File: config.mk
export PLATFORM = sky130hd
export DESIGN_NAME = json_string_unescape_utf8_top
export DESIGN_NICKNAME = d
export VERILOG_FILES = /design/src/rtl/jsu_pkg.sv /design/src/rtl/json_string_unescape_utf8_top.sv /design/src/rtl/jsu_fifo.sv /design/src/rtl/jsu_front.sv /design/src/rtl/jsu_back.sv
export SDC_FILE = /design/constraint.sdc
export NUM_CORES = 1
export LEC_CHECK = 0
export BUFFER_PORTS_ARGS = -buffer_cell sky130_fd_sc_hd__buf_2
export CELL_PAD_IN_SITES_DETAIL_PLACEMENT = 1
export CELL_PAD_IN_SITES_GLOBAL_PLACEMENT = 1
export CORE_MARGIN = 2
export CORE_UTILIZATION = 48
export CTS_CLUSTER_SIZE = 30
export DETAILED_ROUTE_END_ITERATION = 7
export MAX_ROUTING_LAYER = met4
export PLACE_DENSITY_LB_ADDON = 0.3
export SLEW_MARGIN = 20
export SYNTH_ARGS = -nofsm -noshare
export SYNTH_HDL_FRONTEND = slang
export SYNTH_HIERARCHICAL = 1
export SYNTH_SLANG_ARGS = --single-unit
File: constraint.sdc
create_clock -name clk -period 3.8 [get_ports clk]
set_input_delay 0.38 -clock clk [delete_from_list [all_inputs] [get_ports clk]]
set_output_delay 0.38 -clock clk [all_outputs]
set_load 0.02 [all_outputs]
File: src/rtl/jsu_pkg.sv
// Shared types and codes for the JSON string unescaper.
`default_nettype none
package jsu_pkg;

	localparam int QUEUE_DEPTH = 4;

	localparam logic [1:0] KIND_DATA  = 2'd0;
	localparam logic [1:0] KIND_DONE  = 2'd1;
	localparam logic [1:0] KIND_ERROR = 2'd2;

	localparam logic [2:0] ERR_NONE         = 3'd0;
	localparam logic [2:0] ERR_NO_QUOTE     = 3'd1;
	localparam logic [2:0] ERR_BAD_ESCAPE   = 3'd2;
	localparam logic [2:0] ERR_BAD_HEX      = 3'd3;
	localparam logic [2:0] ERR_NO_SECOND_U  = 3'd4;
	localparam logic [2:0] ERR_BAD_LOW      = 3'd5;
	localparam logic [2:0] ERR_LONE_LOW     = 3'd6;
	localparam logic [2:0] ERR_UNTERMINATED = 3'd7;

	typedef struct packed {
		logic [7:0] in_byte;
		logic       buffer_end;
	} text_t;

	typedef struct packed {
		logic [7:0] out_byte;
		logic [1:0] kind;
		logic [2:0] error_code;
		logic       last_of_run;
	} result_t;

	// All results caused by one input byte: up to four UTF-8 bytes, then at most one status.
	typedef struct packed {
		logic [3:0][7:0] data;
		logic [2:0]      n_data;
		logic            tail_vld;
		logic [1:0]      tail_kind;
		logic [2:0]      tail_err;
	} rec_t;

	localparam int REC_W = $bits(rec_t);

endpackage
`default_nettype wire

File: src/rtl/json_string_unescape_utf8_top.sv
// JSON string unescaper top level: front parser, record queue and result drain.
//
// Input channel: one byte of JSON text per transaction (text), taken when
// push is high and full is low. Output channel: one result per transaction
// (result), shown while empty is low and taken when pop is high.
// Each input byte yields zero to five results (up to four UTF-8 bytes and
// one status); last_of_run marks the final result of a byte.
// Each byte's record is registered in the record queue before its results show.
// Throughput: one input byte per cycle while the record queue has room, one
// result per cycle out of the drain while pop is high; bytes that expand into
// several UTF-8 bytes give one result per UTF-8 byte and fill the queue.
// full rises when QueueDepth records are waiting; a stalled receiver
// therefore stalls the input after at most QueueDepth byte records.
// Reset clears the parser to idle (waiting for an opening quote) and
// empties the queue.
`default_nettype none
module json_string_unescape_utf8_top
	import jsu_pkg::*;
#(
	parameter int QueueDepth = QUEUE_DEPTH
) (
	input  wire logic  clk,
	input  wire logic  arst_n,
	input  wire logic  push,
	output logic       full,
	input  wire text_t text,
	output logic       empty,
	input  wire logic  pop,
	output result_t    result
);
	rec_t front_rec;
	rec_t head_rec;
	logic front_push;
	logic head_pop;
	logic accept;

	assign accept = push && !full;

	jsu_front u_front (
		.clk      (clk),
		.arst_n   (arst_n),
		.accept   (accept),
		.text     (text),
		.rec      (front_rec),
		.rec_push (front_push)
	);

	jsu_fifo #(
		.Width (REC_W),
		.Depth (QueueDepth)
	) u_fifo (
		.clk    (clk),
		.arst_n (arst_n),
		.wr_en  (front_push),
		.din    (front_rec),
		.rd_en  (head_pop),
		.dout   (head_rec),
		.full   (full),
		.empty  (empty)
	);

	jsu_back u_back (
		.clk     (clk),
		.arst_n  (arst_n),
		.rec     (head_rec),
		.rec_vld (!empty),
		.pop     (pop),
		.rec_pop (head_pop),
		.result  (result)
	);
endmodule
`default_nettype wire

File: src/rtl/jsu_fifo.sv
// Short register queue between the front and back parts.
`default_nettype none
module jsu_fifo
	import jsu_pkg::*;
#(
	parameter int Width = REC_W,
	parameter int Depth = QUEUE_DEPTH
) (
	input  wire logic             clk,
	input  wire logic             arst_n,
	input  wire logic             wr_en,
	input  wire logic [Width-1:0] din,
	input  wire logic             rd_en,
	output logic      [Width-1:0] dout,
	output logic                  full,
	output logic                  empty
);
	localparam int PtrW = (Depth > 1) ? $clog2(Depth) : 1;
	localparam int CntW = $clog2(Depth + 1);
	localparam logic [PtrW-1:0] LastPtr = PtrW'(Depth - 1);

	logic [Depth-1:0][Width-1:0] mem_q;
	logic [PtrW-1:0] wr_ptr_q, rd_ptr_q;
	logic [CntW-1:0] count_q;
	logic do_wr, do_rd;

	assign full  = (count_q == CntW'(Depth));
	assign empty = (count_q == '0);
	assign do_wr = wr_en && !full;
	assign do_rd = rd_en && !empty;
	assign dout  = mem_q[rd_ptr_q];

	always_ff @(posedge clk) begin
		if (do_wr) begin
			mem_q[wr_ptr_q] <= din;
		end
	end

	always_ff @(posedge clk or negedge arst_n) begin
		if (!arst_n) begin
			wr_ptr_q <= '0;
			rd_ptr_q <= '0;
			count_q  <= '0;
		end else begin
			if (do_wr) begin
				wr_ptr_q <= (wr_ptr_q == LastPtr) ? '0 : PtrW'(wr_ptr_q + 1'b1);
			end
			if (do_rd) begin
				rd_ptr_q <= (rd_ptr_q == LastPtr) ? '0 : PtrW'(rd_ptr_q + 1'b1);
			end
			if (do_wr && !do_rd) begin
				count_q <= CntW'(count_q + 1'b1);
			end else if (do_rd && !do_wr) begin
				count_q <= CntW'(count_q - 1'b1);
			end
		end
	end
endmodule
`default_nettype wire

File: src/rtl/jsu_front.sv
// Front part: string and escape parser, \u decoding and UTF-8 encoding into one record.
`default_nettype none
module jsu_front
	import jsu_pkg::*;
(
	input  wire logic  clk,
	input  wire logic  arst_n,
	input  wire logic  accept,
	input  wire text_t text,
	output rec_t       rec,
	output logic       rec_push
);
	localparam logic [3:0] PH_IDLE   = 4'd0;
	localparam logic [3:0] PH_STR    = 4'd1;
	localparam logic [3:0] PH_ESC    = 4'd2;
	localparam logic [3:0] PH_HEX1   = 4'd3;
	localparam logic [3:0] PH_NEEDBS = 4'd4;
	localparam logic [3:0] PH_NEEDU  = 4'd5;
	localparam logic [3:0] PH_HEX2   = 4'd6;

	localparam logic [7:0] CH_QUOTE = 8'h22;
	localparam logic [7:0] CH_BSL   = 8'h5C;
	localparam logic [7:0] CH_SLASH = 8'h2F;
	localparam logic [7:0] CH_SP    = 8'h20;
	localparam logic [7:0] CH_TAB   = 8'h09;
	localparam logic [7:0] CH_LF    = 8'h0A;
	localparam logic [7:0] CH_CR    = 8'h0D;
	localparam logic [7:0] CH_FF    = 8'h0C;
	localparam logic [7:0] CH_BS    = 8'h08;
	localparam logic [7:0] CH_LO_B  = 8'h62;
	localparam logic [7:0] CH_LO_F  = 8'h66;
	localparam logic [7:0] CH_LO_N  = 8'h6E;
	localparam logic [7:0] CH_LO_R  = 8'h72;
	localparam logic [7:0] CH_LO_T  = 8'h74;
	localparam logic [7:0] CH_LO_U  = 8'h75;

	localparam logic [5:0] SURR_HI = 6'b110110;
	localparam logic [5:0] SURR_LO = 6'b110111;

	logic [3:0]  phase_q, phase_d;
	logic [15:0] acc_q, acc_d, acc_sh;
	logic [1:0]  cnt_q, cnt_d;
	logic [9:0]  hs_q, hs_d;
	logic [7:0]  c;
	logic        hv_ok;
	logic [3:0]  hv;
	logic [20:0] cp;
	logic        do_enc;
	rec_t        r;

	assign c = text.in_byte;

	always_comb begin
		hv_ok = 1'b1;
		hv    = 4'd0;
		if (c >= 8'h30 && c <= 8'h39) begin
			hv = 4'(c - 8'h30);
		end else if (c >= 8'h61 && c <= 8'h66) begin
			hv = 4'(c - 8'h57);
		end else if (c >= 8'h41 && c <= 8'h46) begin
			hv = 4'(c - 8'h37);
		end else begin
			hv_ok = 1'b0;
		end
	end

	assign acc_sh = {acc_q[11:0], hv};

	always_comb begin
		phase_d = phase_q;
		acc_d   = acc_q;
		cnt_d   = cnt_q;
		hs_d    = hs_q;
		cp      = '0;
		do_enc  = 1'b0;
		r       = '0;
		case (phase_q)
			PH_IDLE: begin
				if (c == CH_QUOTE) begin
					phase_d = PH_STR;
				end else if (c == CH_SP || c == CH_TAB || c == CH_LF || c == CH_CR) begin
					if (text.buffer_end) begin
						r.tail_vld = 1'b1;
						r.tail_kind = KIND_ERROR;
						r.tail_err = ERR_NO_QUOTE;
					end
				end else begin
					r.tail_vld = 1'b1;
					r.tail_kind = KIND_ERROR;
					r.tail_err = ERR_NO_QUOTE;
				end
			end
			PH_STR: begin
				if (c == CH_QUOTE) begin
					r.tail_vld = 1'b1;
					r.tail_kind = KIND_DONE;
					phase_d = PH_IDLE;
				end else if (c == CH_BSL) begin
					phase_d = PH_ESC;
				end else begin
					r.data[0] = c;
					r.n_data = 3'd1;
				end
			end
			PH_ESC: begin
				phase_d = PH_STR;
				r.n_data = 3'd1;
				case (c)
					CH_QUOTE, CH_BSL, CH_SLASH: r.data[0] = c;
					CH_LO_B: r.data[0] = CH_BS;
					CH_LO_F: r.data[0] = CH_FF;
					CH_LO_N: r.data[0] = CH_LF;
					CH_LO_R: r.data[0] = CH_CR;
					CH_LO_T: r.data[0] = CH_TAB;
					CH_LO_U: begin
						r.n_data = 3'd0;
						acc_d = '0;
						cnt_d = '0;
						phase_d = PH_HEX1;
					end
					default: begin
						r.n_data = 3'd0;
						r.tail_vld = 1'b1;
						r.tail_kind = KIND_ERROR;
						r.tail_err = ERR_BAD_ESCAPE;
						phase_d = PH_IDLE;
					end
				endcase
			end
			PH_HEX1, PH_HEX2: begin
				if (!hv_ok) begin
					r.tail_vld = 1'b1;
					r.tail_kind = KIND_ERROR;
					r.tail_err = ERR_BAD_HEX;
					phase_d = PH_IDLE;
				end else begin
					acc_d = acc_sh;
					cnt_d = 2'(cnt_q + 1'b1);
					if (cnt_q == 2'd3) begin
						if (phase_q == PH_HEX1) begin
							if (acc_sh[15:10] == SURR_HI) begin
								hs_d = acc_sh[9:0];
								phase_d = PH_NEEDBS;
							end else if (acc_sh[15:10] == SURR_LO) begin
								r.tail_vld = 1'b1;
								r.tail_kind = KIND_ERROR;
								r.tail_err = ERR_LONE_LOW;
								phase_d = PH_IDLE;
							end else begin
								cp = {5'd0, acc_sh};
								do_enc = 1'b1;
								phase_d = PH_STR;
							end
						end else begin
							if (acc_sh[15:10] != SURR_LO) begin
								r.tail_vld = 1'b1;
								r.tail_kind = KIND_ERROR;
								r.tail_err = ERR_BAD_LOW;
								phase_d = PH_IDLE;
							end else begin
								cp = 21'h10000 + {1'b0, hs_q, acc_sh[9:0]};
								do_enc = 1'b1;
								phase_d = PH_STR;
							end
						end
					end
				end
			end
			PH_NEEDBS: begin
				if (c == CH_BSL) begin
					phase_d = PH_NEEDU;
				end else begin
					r.tail_vld = 1'b1;
					r.tail_kind = KIND_ERROR;
					r.tail_err = ERR_NO_SECOND_U;
					phase_d = PH_IDLE;
				end
			end
			PH_NEEDU: begin
				if (c == CH_LO_U) begin
					acc_d = '0;
					cnt_d = '0;
					phase_d = PH_HEX2;
				end else begin
					r.tail_vld = 1'b1;
					r.tail_kind = KIND_ERROR;
					r.tail_err = ERR_NO_SECOND_U;
					phase_d = PH_IDLE;
				end
			end
			default: phase_d = PH_IDLE;
		endcase

		if (do_enc) begin
			if (cp < 21'h80) begin
				r.data[0] = cp[7:0];
				r.n_data = 3'd1;
			end else if (cp < 21'h800) begin
				r.data[0] = {3'b110, cp[10:6]};
				r.data[1] = {2'b10, cp[5:0]};
				r.n_data = 3'd2;
			end else if (cp < 21'h10000) begin
				r.data[0] = {4'b1110, cp[15:12]};
				r.data[1] = {2'b10, cp[11:6]};
				r.data[2] = {2'b10, cp[5:0]};
				r.n_data = 3'd3;
			end else begin
				r.data[0] = {5'b11110, cp[20:18]};
				r.data[1] = {2'b10, cp[17:12]};
				r.data[2] = {2'b10, cp[11:6]};
				r.data[3] = {2'b10, cp[5:0]};
				r.n_data = 3'd4;
			end
		end

		if (text.buffer_end && phase_d != PH_IDLE) begin
			r.tail_vld = 1'b1;
			r.tail_kind = KIND_ERROR;
			r.tail_err = ERR_UNTERMINATED;
			phase_d = PH_IDLE;
		end
	end

	assign rec      = r;
	assign rec_push = accept && (r.tail_vld || r.n_data != 3'd0);

	always_ff @(posedge clk or negedge arst_n) begin
		if (!arst_n) begin
			phase_q <= PH_IDLE;
			acc_q   <= '0;
			cnt_q   <= '0;
			hs_q    <= '0;
		end else if (accept) begin
			phase_q <= phase_d;
			acc_q   <= acc_d;
			cnt_q   <= cnt_d;
			hs_q    <= hs_d;
		end
	end
endmodule
`default_nettype wire

File: src/rtl/jsu_back.sv
// Back part: walks the head record and hands out one result per transaction.
`default_nettype none
module jsu_back
	import jsu_pkg::*;
(
	input  wire logic  clk,
	input  wire logic  arst_n,
	input  wire rec_t  rec,
	input  wire logic  rec_vld,
	input  wire logic  pop,
	output logic       rec_pop,
	output result_t    result
);
	logic [2:0] idx_q;
	logic [2:0] total;
	logic       is_data;
	logic       is_last;
	logic       fire;

	assign total   = 3'(rec.n_data + {2'd0, rec.tail_vld});
	assign is_data = (idx_q < rec.n_data);
	assign is_last = (idx_q == 3'(total - 3'd1));
	assign fire    = pop && rec_vld;
	assign rec_pop = fire && is_last;

	always_comb begin
		result             = '0;
		result.last_of_run = is_last;
		if (is_data) begin
			result.out_byte = rec.data[idx_q[1:0]];
			result.kind     = KIND_DATA;
		end else begin
			result.kind       = rec.tail_kind;
			result.error_code = rec.tail_err;
		end
	end

	always_ff @(posedge clk or negedge arst_n) begin
		if (!arst_n) begin
			idx_q <= '0;
		end else if (fire) begin
			idx_q <= is_last ? 3'd0 : 3'(idx_q + 1'b1);
		end
	end
endmodule
`default_nettype wire
---- Word level (Yosys, flattened, before mapping) ----
Index checks and enable logic that the tools add are counted.
W data, S select, Z words.
word-level totals
  register bits after elaboration ......... 202
  output and inout port bits .............. 16
operators by class
  $add $sub $neg .......................... 12
  order comparisons ....................... 14
  equal/unequal tests ..................... 29
  mux-type cells .......................... 83
  reductions and logical operators ........ 34
operators by type and width
  operator                  number
  $bwmux W164               1
  $mux W21                  6
  $bmux W41 S2              1
  $demux W41 S2             1
  $mux W41                  2
  $mux W6                   13
  $eq A8 B7 Y1 const B      7
  $pmux W8 S6               1
  $mux W4                   11
  $mux W35                  1
  $mux W11                  3
  $mux W16                  2
  $mux W25                  1
  $eq A8 B4 Y1 const B      3
  $eq A8 B6 Y1 const B      3
  $mux W12                  2
  $mux W24                  1
  $mux W8                   3
  $pmux W12 S2              1
  $pmux W4 S6               1
  $pmux W11 S2              1
  $add A17 B20 Y21 const A  1
  $lt A21 B12 Y1 const B    1
  $lt A21 B17 Y1 const B    1
  other kinds (45)          104

---- Depth between registers and ports, before layout ----
  word-level depth ........................ 24
  gate-level depth with buffers ........... 18
  gate-level depth less buffers ........... 17

---- Modules after synthesis ----
The synthesis kept the hierarchy.
by module, submodules not included
  module                         times used  cells an instance  area each (µm²)
  jsu_fifo                       1           252                6351.1
  jsu_front                      1           353                2836.5
  jsu_back                       1           57                 585.6
  json_string_unescape_utf8_top  1           2                  17.5

---- Least setup slack after synthesis ----
OpenSTA, ideal clock, no wires.
  kind .................................... input to register
  start ................................... in text[4] in the netlist's numbering
  end ..................................... reg u_fifo/mem_q[0] in the netlist's numbering, enable pin
  arrival time ............................ 3775 ps
  data required time ...................... 3398 ps
  slack ................................... -377 ps
  stages on the path ...................... 10
  path buffers ............................ 1
  cell sequence ........................... or4b_2 or3_1 a221oi_2 o41a_1 nor2_1 inv_1 o31a_1 nor2b_1 buf_2 and2_1
between the ends
  longest elaborated chain between the ends .. 20
RTL lines
  what                                                 RTL line                             RTL
  start: declaration                                   json_string_unescape_utf8_top.sv:26  input wire text_t text,
  $ge A8 B7 Y1 / $le A8 B7 Y1 (equally long branches)  jsu_front.sv:60                      end else if (c >= 8'h41 && c <= 8'h46) begin
  $logic_and A1 B1 Y1                                  jsu_front.sv:60
  $mux W4                                              jsu_front.sv:60
  $mux W4                                              jsu_front.sv:58                      end else if (c >= 8'h61 && c <= 8'h66) begin
  $mux W4                                              jsu_front.sv:56                      if (c >= 8'h30 && c <= 8'h39) begin
  $add A17 B20 Y21 / $mux W16 (equally long branches)  jsu_front.sv:161, jsu_front.sv:144
  $mux W21 (on tied branches)                          jsu_front.sv:155, jsu_front.sv:141
  $mux W21                                             jsu_front.sv:140                     if (phase_q == PH_HEX1) begin
  (+6 left out)                                        --
  $mux W11                                             jsu_front.sv:195                     if (cp < 21'h80) begin
  $mux W35                                             jsu_front.sv:194                     if (do_enc) begin
  $reduce_bool A3 Y1                                   jsu_front.sv:225                     assign rec_push = accept && (r.tail_vld || r.n_data != 3'd0);
  $logic_or A1 B1 Y1 *                                 jsu_front.sv:225
  $logic_and A1 B1 Y1 *                                jsu_front.sv:225
  named net front_push                                 json_string_unescape_utf8_top.sv:33  logic front_push;
  $logic_and A1 B1 Y1 *                                jsu_fifo.sv:29                       assign do_wr = wr_en && !full;
  named net u_fifo.do_wr                               jsu_fifo.sv:25                       logic do_wr, do_rd;
  end signal: indexed assignment                       jsu_fifo.sv:35                       mem_q[wr_ptr_q] <= din;
  end: declaration                                     jsu_fifo.sv:22                       logic [Depth-1:0][Width-1:0] mem_q;
Mark *: on every way through the listed nets, which the timed path passes. The rest lies on a longest branch.
A chain may end at the register's enable or synchronous reset.

---- Worst setup path after layout ----
  start ................................... reg u_front.phase_q[3]
  end ..................................... reg u_fifo.count_q[2]
between the ends
  longest elaborated chain between the ends .. 17
RTL lines
  what                          RTL line                             RTL
  start: declaration            jsu_front.sv:40                      logic [3:0] phase_q, phase_d;
  start signal: assignment      jsu_front.sv:234                     phase_q <= phase_d;
  $eq A4 B2 Y1                  jsu_front.sv:77, jsu_front.sv:140
  $mux W21                      jsu_front.sv:140
  $mux W21                      jsu_front.sv:139                     if (cnt_q == 2'd3) begin
  $mux W21                      jsu_front.sv:131                     if (!hv_ok) begin
  $mux W21                      jsu_front.sv:77                      case (phase_q)
  $lt A21 B17 Y1                jsu_front.sv:202                     end else if (cp < 21'h10000) begin
  $mux W25                      jsu_front.sv:202
  $mux W19                      jsu_front.sv:198                     end else if (cp < 21'h800) begin
  (+2 left out)                 --
  $reduce_bool A3 Y1            jsu_front.sv:225
  $logic_or A1 B1 Y1 *          jsu_front.sv:225
  $logic_and A1 B1 Y1 *         jsu_front.sv:225
  named net front_push          json_string_unescape_utf8_top.sv:33
  $logic_and A1 B1 Y1 *         jsu_fifo.sv:29
  $logic_not A1 Y1              jsu_fifo.sv:53                       end else if (do_rd && !do_wr) begin
  $logic_and A1 B1 Y1           jsu_fifo.sv:53
  $reduce_bool A2 Y1 (no line)  --
  end signal: assignment        jsu_fifo.sv:52                       count_q <= CntW'(count_q + 1'b1);
  end signal: assignment        jsu_fifo.sv:54                       count_q <= CntW'(count_q - 1'b1);
  end: declaration              jsu_fifo.sv:24                       logic [CntW-1:0] count_q;
Marks and branches as above.

==> impl_results.md <==
- Ys async rst share: 0.188
- Fin. Hold Viols: 0
- DRT antenna net count: 0
- DR DRC count: 0
- Commonest cells after routing, fill and taps aside: edfxtp_1, buf_4, mux4_2
- P_leak: 4.13 nW
- Area Overhead vs Synth: 16.1%
- Largest buffer count on any clock path: 3
- Worst path slowest cell: or4b_2
- Die height: ~150 um
- Core footprint: 20100 sq um
- GP Congestion: approximately 0.93
- CP Launch Type: flop
- Max-slew headroom: 0.385
- CP startpoint: u_front/phase_q[3]$_DFFE_PN0P_
- Tightest Hold Check Type: in2async
- Crit path max fanout: 10
- Vias in the first global route: 6913
- Worst-Skew Late Latency: 0.48 ns
- Post-synth EDFFs: 164
- Data arrival, critical path: 4.04 ns
- Leading post-synthesis cells by cell area: edfxtp_1, mux4_2, dfrtp_1
- Placed Cells: 996
- Critical Path End Type: flop
- CP Class: reg2reg
- Max-slew violation count: 0
- Final WL: 25200 um
- Seq cells post-synth: 202
- Cell count after synthesis: 664
- Skew final: about 0.011 ns
- Period utilisation layout: 0.959
- Initial Util: 0.487
- Post-synth top area share: 0.503
- Reg clk slew, reported paths: 0.06 ns
- H-tree levels: 1
- Remaining Overflow, GRT: 0
- Power density over the cells: 662 nW/um^2
- Synthesized cell area: approximately 9800 sq um
- Cell breakdown of the critical path: or4b_2 > a21oi_1 > buf_4 > a21oi_1 > o211ai_1 > o41a_1 > nor2_2 > inv_1 > o31a_1 > nor2b_1 > ha_1 > inv_1 > fa_1 > xor2_1 > nor2_1 > xor2_1
- Largest net degree at the start of global routing: 39
- CP max stage delay: 0.72 ns
- Per-cell routed wire length: 24.3 um
- Final net count: 779
- Inserted Clock Buffers: 20
- CTS Sinks: 202
- Area leader, netlist: edfxtp_1
- Fmax: approximately 270 MHz
- Synth Flop Type: edfxtp_1
- Die width: 147 um
- Tot GR Track Use: 0.247
- CTS tree: done
- Layout cells sized above 1: 0.307
- Routed vias: 6268
- IO Port Bufs: 28
- Worst Tran Pin Value: 0.922 ns
- RSZ-0062 raised after global routing: yes
- Setup violations, final: 0
- Most common cell after layout, fill and taps aside: edfxtp_1
- Max-Cap Viols: 0
- Register area share after synthesis: 0.600
- Root buffer cell: clkbuf_16
- Status: finished clean
- Critical R2R Launch: u_front/phase_q[3]$_DFFE_PN0P_
- Core Util, Final: 0.566
- Non-Filler Instances: 1034
- Std cell rows: 52
- Die area: 21600 sq um
- Initial DRC Count: 490
- First-pass GRT wire length: ~40000 um
- WP data required: 4.20 ns
- Vias per inst: slightly above 6
- Post-detail-place hpwl: roughly 18000 um
- Hold WS: 0.0378 ns
- Synth Warn #: 6
- Post-Syn Area per Cell: roughly 15 sq um
- Peak VDD IR: ~0.34 mV
- Min cycle time layout: 3.64 ns
- Hold_buf cts: 0
- Count of cell types in the netlist: 87
- Initial antenna violation count: 2
- Drt first pass iters: 5
- I/O pin count: 29
[worst paths after layout]
check | endpoint | slack (ns) | cells past startpoint
min in group clk | u_back/idx_q[0]$_DFFE_PN0N_ | 0.20 | 3
max reg2reg | u_fifo/count_q[2]$_DFFE_PN0P_ | 0.16 | 16
max in group asynchronous | u_fifo/rd_ptr_q[0]$_DFFE_PN0P_ | 3.13 | 1
max | u_fifo/count_q[2]$_DFFE_PN0P_ | 0.16 | 16
min | u_front/phase_q[3]$_DFFE_PN0P_ | 0.04 | 1
min reg2reg | u_front/hs_q[3]$_DFFE_PN0P_ | 0.52 | 1
[cells in the mapped netlist (all sizes together) (3+ instances only)]
library cell	instances
and3	5
nand2b	4
ha	17
mux4	49
a221oi	3
a22o	18
buf	22
or3	7
nor2	24
nand3b	3
o21ai	28
nor4	4
o22ai	5
nor3	13
and2	19
xor2	6
o211ai	5
or2	3
nand4b	3
xnor2	4
a31oi	3
mux2	17
clkbuf	22
nor3b	3
nor2b	14
nor4bb	4
nand4	7
dfrtp	38
edfxtp	164
a21oi	14
a22oi	3
inv	20
nand3	16
nand2	44
a211oi	4
a21o	5
[flip-flops by register name (all words and copies together), names as in the netlist]
signal / count
u_fifo/count_q: 3
u_fifo/rd_ptr_q: 2
u_front/hs_q: 10
u_front/cnt_q: 2
u_back/idx_q: 3
u_fifo/mem_q: 164
u_fifo/wr_ptr_q: 2
u_front/phase_q: 4
u_front/acc_q: 12
[critical path, delay by kind of cell (launching register included)]
kind,cells,cell delay [ns]
buf+inv,3,0.29
compound gates,5,0.79
fa+ha+maj,2,0.59
xor+xnor,2,0.30
flops,1,0.48
simple gates,4,1.10
[kinds of logic after synthesis]
group                      synth area share
AOI/OAI and AO/OA                    0.0864
buffers and inverters                0.0341
other                              0.000383
and+or+nand+nor                       0.109
DFF                                   0.600
muxes                                 0.135
adders and majority gates            0.0238
xor gates and xnor gates             0.0112
[report_power, final]
| group | switching [mW] | internal, mW |
|---|---|---|
| sequential | 0.241 | 2.86 |
| clock | 0.777 | 1.19 |
| combinational | 1.32 | 1.14 |
[routing by layer]
| layer | GRT usage | share of wire | vias up |
|---|---|---|---|
| met2 | 0.429 | 0.52 | 196 |
| li1 | - | - | 2780 |
| met3 | 0.0320 | 0.050 | 47 |
| met1 | 0.308 | 0.41 | 3245 |
| met5 | - | 0 | - |
| met4 | 0.0684 | 0.023 | 0 |
[layout make-up]
class / instances / area (sq um)
Antenna cell: 2 / 5.00
Clock buffer: 29 / 576
Clock inverter: 7 / 81.3
Fill cell: 1931 / 8730
Inverter: 20 / 75.1
Multi-Input combinational cell: 400 / 3640
Sequential cell: 202 / 5880
Tap cell: 270 / 338
Timing Repair Buffer: 104 / 773
[timing repair]
| action | 4_1_cts | 5_1_grt |
|---|---|---|
| resized for setup | 0 | 7 |
| setup endpoints to repair | 0 | 2 |
| setup buffers | 0 | 0 |
[through the flow]
| step | total power [mW] | area, sq um | setup slack (ns) | TNS [ns] |
|---|---|---|---|---|
| after floorplan | 4.81 | 9840 | 0.00806 | 0 |
| after global placement | 5.45 | 10700 | -0.144 | -0.175 |
| after detailed placement | 5.62 | 10700 | -0.269 | -0.369 |
| after CTS | 7.62 | 11400 | 0.0351 | 0 |
| after global routing | 7.88 | 11400 | -0.0477 | -0.0544 |
| final | 7.53 | 11400 | 0.157 | 0 |
No activity file was read; power rests on OpenSTA's default activity.
